## config.mk

```make
export PLATFORM = sky130hd
export DESIGN_NAME = ncrc_mul
export DESIGN_NICKNAME = d
export VERILOG_FILES = /design/src/rtl/ncrc_pkg.sv /design/src/rtl/ncrc_mul.sv
export SDC_FILE = /design/constraint.sdc
export NUM_CORES = 2
export LEC_CHECK = 0
export BUFFER_PORTS_ARGS = -buffer_cell sky130_fd_sc_hd__buf_2
export CAP_MARGIN = 20
export CORE_ASPECT_RATIO = 1.1
export CORE_MARGIN = 10
export CORE_UTILIZATION = 30
export CTS_CLUSTER_DIAMETER = 120
export CTS_CLUSTER_SIZE = 12
export DETAILED_ROUTE_END_ITERATION = 8
export MAX_ROUTING_LAYER = met4
export REMOVE_ABC_BUFFERS = 1
export SLEW_MARGIN = 20
export SYNTH_ARGS = -nofsm -noshare
export SYNTH_HDL_FRONTEND = slang
export SYNTH_SLANG_ARGS = --single-unit
export TNS_END_PERCENT = 100
```

## constraint.sdc

```tcl
create_clock -name clock -period 9.7 [get_ports clock]
set_clock_uncertainty 0.1 [all_clocks]
set_input_delay 1.94 -clock clock [delete_from_list [all_inputs] [get_ports clock]]
set_output_delay 1.94 -clock clock [all_outputs]
set_load 0.05 [all_outputs]
```

## src/rtl/ncrc_pkg.sv

```systemverilog
// Shared types, constants and saturating Q16.48 helpers for the Newton root classifier.
// Used by ncrc_mul, ncrc_div and newton_cubic_root_classifier. No dependencies.
`timescale 1ns / 1ps

package ncrc_pkg;

   localparam int WORD_W = 64;
   localparam int WIDE_W = 128;
   localparam int FRAC_BITS = 48;
   localparam int QUO_STEPS = 176;

   typedef logic signed [WORD_W-1:0] q64_type;
   typedef logic [WORD_W-1:0] u64_type;
   typedef logic [WIDE_W-1:0] u128_type;

   // Configuration register indexes.
   localparam logic CSR_TOLERANCE = 1'b0;
   localparam logic CSR_STEP_LIMIT = 1'b1;

   localparam logic [31:0] TOL_RESET = 32'd281474977;
   localparam logic [7:0] LIMIT_RESET = 8'd20;

   localparam q64_type Q_MAX = {1'b0, {(WORD_W-1){1'b1}}};
   localparam q64_type Q_MIN = {1'b1, {(WORD_W-1){1'b0}}};
   localparam q64_type Q_ONE = q64_type'(64'd1 << FRAC_BITS);
   localparam q64_type Q_HALF = q64_type'(64'd1 << (FRAC_BITS - 1));

   // Multiplications the sequencer runs, in program order but for MOP_TT, which runs first.
   typedef enum logic [3:0] {
      MOP_XRXR, MOP_XIXI, MOP_XRXI, MOP_XRZ2R, MOP_XIZ2I, MOP_XRZ2I, MOP_XIZ2R,
      MOP_DRDR, MOP_DIDI, MOP_FRDR, MOP_FIDI, MOP_FIDR, MOP_FRDI,
      MOP_DRE2, MOP_DIM2, MOP_TT
   } mop_type;

   typedef enum logic [2:0] {
      ST_IDLE, ST_MUL_GO, ST_MUL_WAIT, ST_DIV_GO, ST_DIV_WAIT, ST_CHECK, ST_FINISH
   } state_type;

   // floor(sqrt(3) * 2^47), found bit by bit at elaboration.
   function automatic q64_type half_sqrt3();
      logic [127:0] target;
      logic [63:0] c;
      logic [63:0] t;
      target = 128'd3 << 94;
      c = '0;
      for (int b = 48; b >= 0; b--) begin
         t = c | (64'd1 << b);
         if (target >= ({64'd0, t} * {64'd0, t})) begin
            c = t;
         end
      end
      return q64_type'(c);
   endfunction

   localparam q64_type Q_H = half_sqrt3();

   function automatic q64_type sadd(input q64_type a, input q64_type b);
      logic signed [WORD_W:0] s;
      s = {a[WORD_W-1], a} + {b[WORD_W-1], b};
      if (s[WORD_W] != s[WORD_W-1]) begin
         return s[WORD_W] ? Q_MIN : Q_MAX;
      end
      return s[WORD_W-1:0];
   endfunction

   function automatic q64_type ssub(input q64_type a, input q64_type b);
      logic signed [WORD_W:0] s;
      s = {a[WORD_W-1], a} - {b[WORD_W-1], b};
      if (s[WORD_W] != s[WORD_W-1]) begin
         return s[WORD_W] ? Q_MIN : Q_MAX;
      end
      return s[WORD_W-1:0];
   endfunction

   function automatic u64_type mag64(input q64_type a);
      return a[WORD_W-1] ? u64_type'(-a) : u64_type'(a);
   endfunction

   function automatic q64_type from_mag(input logic neg, input u64_type m);
      if (m[WORD_W-1]) begin
         return neg ? Q_MIN : Q_MAX;
      end
      return neg ? -q64_type'(m) : q64_type'(m);
   endfunction

   // Rescale an exact product magnitude to Q16.48 with truncation and saturation.
   function automatic q64_type qfix(input u128_type p, input logic neg);
      u64_type m;
      m = (|p[WIDE_W-1:WIDE_W-16]) ? '1 : p[WIDE_W-17:FRAC_BITS];
      return from_mag(neg, m);
   endfunction

   function automatic q64_type root_re(input logic [1:0] k);
      case (k)
         2'd0: return Q_ONE;
         default: return -Q_HALF;
      endcase
   endfunction

   function automatic q64_type root_im(input logic [1:0] k);
      case (k)
         2'd0: return '0;
         2'd1: return Q_H;
         default: return -Q_H;
      endcase
   endfunction

   function automatic u64_type absdiff(input q64_type a, input q64_type b);
      return (a >= b) ? u64_type'(a - b) : u64_type'(b - a);
   endfunction

endpackage

```

## src/rtl/ncrc_mul.sv

```systemverilog
// Shared 64 x 64 unsigned multiplier built from one 32 x 32 multiplier.
// Depends on ncrc_pkg for widths.
`timescale 1ns / 1ps

module ncrc_mul (
   input  logic              clock,
   input  logic              reset,
   input  logic              start,
   input  ncrc_pkg::u64_type op_a,
   input  ncrc_pkg::u64_type op_b,
   output logic              done,
   output ncrc_pkg::u128_type prod
);

   logic [2:0] cnt_ff, cnt_in;
   logic busy_ff, busy_in;
   logic done_ff, done_in;
   ncrc_pkg::u64_type a_ff, a_in, b_ff, b_in;
   logic [63:0] p_ff, p_in;
   logic [6:0] sh_ff, sh_in;
   ncrc_pkg::u128_type acc_ff, acc_in;
   logic [31:0] ha, hb;

   // Piece k: a0*b0, a0*b1, a1*b0, a1*b1.
   always_comb begin
      ha = cnt_ff[1] ? a_ff[63:32] : a_ff[31:0];
      hb = cnt_ff[0] ? b_ff[63:32] : b_ff[31:0];
      cnt_in = cnt_ff;
      busy_in = busy_ff;
      done_in = 1'b0;
      a_in = a_ff;
      b_in = b_ff;
      p_in = p_ff;
      sh_in = sh_ff;
      acc_in = acc_ff;
      if (start) begin
         a_in = op_a;
         b_in = op_b;
         cnt_in = '0;
         busy_in = 1'b1;
         acc_in = '0;
      end else if (busy_ff) begin
         if (cnt_ff != 3'd4) begin
            p_in = {32'd0, ha} * {32'd0, hb};
            sh_in = 7'(cnt_ff[0] + cnt_ff[1]) << 5;
         end
         if (cnt_ff != 3'd0) begin
            acc_in = acc_ff + ({64'd0, p_ff} << sh_ff);
         end
         if (cnt_ff == 3'd4) begin
            busy_in = 1'b0;
            done_in = 1'b1;
         end
         cnt_in = cnt_ff + 3'd1;
      end
   end

   always_ff @(posedge clock) begin
      if (reset) begin
         busy_ff <= 1'b0;
         done_ff <= 1'b0;
         cnt_ff <= '0;
      end else begin
         busy_ff <= busy_in;
         done_ff <= done_in;
         cnt_ff <= cnt_in;
      end
      a_ff <= a_in;
      b_ff <= b_in;
      p_ff <= p_in;
      sh_ff <= sh_in;
      acc_ff <= acc_in;
   end

   assign done = done_ff;
   assign prod = acc_ff;

endmodule

```

---- Yosys cells after proc, flatten, opt, wreduce, memory -nomap -nowiden ----
Index checks and enable logic that the tools add are counted.
word-level totals
  flip-flop bits (word level) ............. 327
  input port bits ......................... 131
  output and inout port bits .............. 129
  logic and storage cells ................. 28
operators by class
  add/sub/neg operators ................... 3
  multipliers ............................. 1
  eq/ne operators ......................... 2
  shift-type cells ........................ 1
  mux-type cells .......................... 6
  bitwise logic cells ..................... 2
  reductions and logical operators ........ 5
operators by type and width
  operator                                                        count
  128-bit adder                                                   1
  64-bit by 7-bit << shifter with 128-bit output                  1
  32-bit by 32-bit multiplier with 64-bit output                  1
  32-bit two-way mux                                              2
  1-bit two-way mux                                               4
  3-bit by 1-bit adder with 3-bit output (second input constant)  1
  3-bit == test (second input constant)                           1
  3-bit inequality test (second input constant)                   1
  3-bit AND reduction                                             1
  3-bit nonzero test                                              1
  3-bit OR reduction                                              1
  1-bit by 1-bit adder with 2-bit output                          1
  1-bit NOT                                                       2
  2-bit AND reduction                                             1
  2-bit OR reduction                                              1

---- Longest topological paths before layout ----
  word-level depth ........................ 4
  mapped depth ............................ 38
  mapped depth without buffers ............ 33

---- Worst setup path before layout ----
No wires, ideal clock.
  path type ............................... register to register
  start point ............................. register cnt_ff[0]
  end point ............................... register p_ff[63], data pin
  setup time .............................. 260 ps
  arrival ................................. 9031 ps
  data required time ...................... 9340 ps
  path slack .............................. 309 ps
  cell stages (with the launch flop) ...... 36
  buffers on the path ..................... 5
  period minus slack after synthesis ...... 9391 ps
  cell sequence ........................... dfxtp_1 > clkbuf_1 > clkbuf_1 > buf_1 > buf_1 > mux2_1 > nand2_1 > fa_1 > inv_1 > fa_1 > inv_1 > fa_1 > fa_1 > inv_1 > fa_1 > fa_1 > fa_1 > inv_1 > fa_1 > inv_1 > ha_1 > buf_2 > a21oi_4 > o21a_1 > o221a_2 > o21ai_1 > a221o_1 > a221oi_2 > nand2_1 > or2_1 > a311o_1 > a21oi_1 > o31a_1 > o21ai_1 > a21oi_1 > xnor2_1
on the way
  longest elaborated chain between the ends .. 2
RTL lines
  element                                         RTL line        text
  start: declaration                              ncrc_mul.sv:15  logic [2:0] cnt_ff, cnt_in;
  start signal: assignment                        ncrc_mul.sv:66  cnt_ff <= cnt_in;
  32-bit two-way mux                              ncrc_mul.sv:27  hb = cnt_ff[0] ? b_ff[63:32] : b_ff[31:0];
  32-bit by 32-bit multiplier with 64-bit output  ncrc_mul.sv:44  p_in = {32'd0, ha} * {32'd0, hb};
  end signal: assignment                          ncrc_mul.sv:70  p_ff <= p_in;
  end: declaration                                ncrc_mul.sv:19  logic [63:0] p_ff, p_in;
Every way passes these cells.
A chain may end at the register's enable or synchronous reset.

---- Final worst setup path ----
  start point ............................. register cnt_ff[1]
  end point ............................... register p_ff[63], data pin
on the way
  longest elaborated chain between the ends .. 2
RTL lines
  element                                         RTL line        text
  32-bit two-way mux                              ncrc_mul.sv:26  ha = cnt_ff[1] ? a_ff[63:32] : a_ff[31:0];
  32-bit by 32-bit multiplier with 64-bit output  ncrc_mul.sv:44
Every way passes these cells.

==> impl_results.md <==
- Status: complete, no violations
- Seq/Total Area, Yosys: 0.162
- Hold WC Path Type: flop to flop
- Placer congestion estimate: ~1
- Layout area overhead: 11.7%
- Max incr delay on CP: 0.57 ns
- Crit end category: flop
- Detail Route Antenna Nets: 0
- All-layer global routing usage: 0.221
- Reg clk slew, reported paths: 0.07 ns
- Startpoint Class: flop
- Tcrit/Tclk final: 0.974
- Clock latency on the worst-skew pair: roughly 0.66 ns
- Worst-case clock buffer depth: 3
- Die width: ~420 um
- Num ports: between 200 and 300
- WS Path Type: flop to flop
- FP Rows: 160
- Dpl cell area: approximately 57000 sq um
- Initial DRC count: around 3700
- Synth Cell Area: approximately 52000 sq um
- RR Startpoint: cnt_ff[1]
- Root Driver: clkbuf_16
- Slew Limit Fails: 0
- Final instance area: 58500 sq um
- # Max-Cap Violations: 0
- Drt wl/cell: roughly 25 um
- DRC viols: 0
- Unrepaired setup endpoints after global routing: false
- Fill cells: between 15000 and 20000
- Initial antenna violation count: 4
- Synth Warn #: 0
- Initial DRT Pass Iterations: 6
- Yosys cell types: between 80 and 90
- Relative slew slack: 0.325
- Placeable core region: 173000 sq um
- Die H: ~460 um
- Vias post-DR: 43200
- First-pass GRT wire length: between 300 and 400 mm
- Critical path required time: ~10 ns
- Most frequent CP cell: fa_1
- HPWL after DPL: roughly 180 mm
- Full die area: 192000 sq um
- Met1 Routed Length: 84.4 mm
- Cells after Synth: between 5000 and 6000
- Total Nets Final: 7500
- Leading cell type in the layout, fill and taps excluded: inv_1
- CTS buffer count: 36
- Post-synth ARST share: 0
- Total wire length: between 200 and 250 mm
- Synthesized area per cell: between 8 and 9 sq um
- Hold Path Depth: 2
- CP delay by family, top: adder cells
- H-tree depth: 2
- WL met3: 15.2 mm
- Critical-path top delay cell: dfxtp_4
- Critical Path AT: between 9 and 10 ns
- EDFF count, synth: just under 200
- Remaining Overflow, GRT: 0
- Fin. Hold Viols: 0
- Hold Path Sink: prod[120]
- Worst-margin pin slew: 1.01 ns
- Core Util, Final: 0.338
- Worst hold slack: 0.373 ns
- Max Fclk: between 100 and 150 MHz
- Dpl cells: between 8000 and 9000
- Metal2 WL: approximately 100 mm
- Setup violations, final: 0
- Buffers added on ports: ~260
- Post-Layout Cell Count: 8365
- Uppermost routed layer: met4
- CTS tree: built
- Flops & latches, synth: 327
- Vias in the first global route: between 40000 and 50000
- Layout cell share with drive strength beyond 1: 0.107
- Sum of buffers and inverters on the critical path: 5
- Initial Utilization: 0.302
- CTS sink cnt: between 300 and 400
- Worst Hold Launch: prod[120]
- Flop2flop setup slack: between 0.2 and 0.3 ns
- Most frequent cells in the layout: inv_1 (940), fa_1 (897), nand2_1 (777), nor2_1 (760), ha_1 (392)
- Largest net degree at the start of global routing: 81
- Capturing point of the worst reg2reg path: p_ff[63]
- FF-to-FF path depth: 30
- Fin crit period: approximately 9.4 ns
- Via-to-Cell Ratio: 5.16
- Synth Flop Type: edfxtp_1
- Crit path launch: cnt_ff[1]
- CP Max Fanout: 20
==> timing repair <==
| action | in CTS | in global routing |
|---|---|---|
| setup endpoints to repair | 0 | 2 |
| hold buffers | 0 | 0 |
| setup buffers | 0 | 5 |
| gates resized for setup | 0 | 2 |
==> flip-flops by register name, summed over array words and instances, names as in the netlist <==
| signal | cells |
|---|---|
| sh_ff | 2 |
| cnt_ff | 3 |
| prod | 128 |
| b_ff | 64 |
| done | 1 |
| p_ff | 64 |
| a_ff | 64 |
| busy_ff | 1 |
==> worst max path at each step <==
stage / endpoint / slack, ns / depth (start not counted)
2_1_floorplan: p_ff[63] / -1.04 / 29
3_3_place_gp: p_ff[44] / 0.32 / 31
3_5_place_dp: p_ff[44] / 0.17 / 31
4_1_cts: p_ff[44] / 0.20 / 31
5_1_grt: p_ff[63] / 0.02 / 29
6_report: p_ff[63] / 0.25 / 30
==> Yosys cell counts, types with 84 or more instances <==
library cell / instances / area, sq um
fa_1: 897 / 18000
ha_1: 392 / 4900
nand2_1: 777 / 2920
a21oi_1: 328 / 1640
dfxtp_1: 133 / 2660
clkbuf_1: 265 / 995
nand4_1: 84 / 526
nor2_1: 761 / 2860
inv_1: 940 / 3530
o21ai_0: 174 / 871
xnor2_1: 112 / 981
edfxtp_1: 194 / 5830
mux2i_1: 99 / 991
a21o_1: 92 / 691
==> final cells by class <==
class	count	area [sq um]	area share
flip-flops and latches	327	8500	0.145
diodes	1	2.50	0.0000428
multi-input cells	4328	39400	0.674
clock inverters	9	145	0.00248
repair buffers	447	3100	0.0531
clock buffers	45	935	0.0160
inverters	940	3530	0.0603
well taps	2268	2840	0.0485
==> stage by stage <==
step | setup slack, ns | TNS, ns
after floorplan | -1.04 | -8.58
after global placement | 0.323 | 0
after detailed placement | 0.174 | 0
after CTS | 0.198 | 0
after global routing | 0.0213 | 0
final | 0.251 | 0
==> logic make-up (layout without fill, tap and decap cells) <==
group / after synthesis / in the layout / share of synthesized area
fa+ha+maj: 1289 / 1289 / 0.437
buf+inv: 1242 / 1441 / 0.0896
other cells: 0 / 1 / 0
simple gates: 1833 / 1833 / 0.145
flops: 327 / 327 / 0.162
xor+xnor: 181 / 181 / 0.0303
compound gates: 862 / 862 / 0.104
mux: 163 / 163 / 0.0327
==> worst reg2reg max path: cells and delay by family (launching register included) <==
family                   cells  cell delay (ns)
AND/OR/NAND/NOR              3             0.55
AO/OA/AOI/OAI               11             2.54
flip-flops                   1             0.57
multiplexers                 1             0.39
buffers and inverters        5             0.72
XOR/XNOR                     1             0.09
adder cells (fa/ha/maj)      9             4.28
==> routing by layer <==
| layer | up-vias | GRT usage |
|---|---|---|
| li1 | 19100 | - |
| met1 | 21800 | 0.271 |
| met2 | 1861 | 0.366 |
| met3 | 375 | 0.0319 |
| met4 | 0 | 0.0857 |
| met5 | - | - |
Power is not shown: default switching activity piles up to over one toggle a cycle in this logic, so the estimate is an artifact.
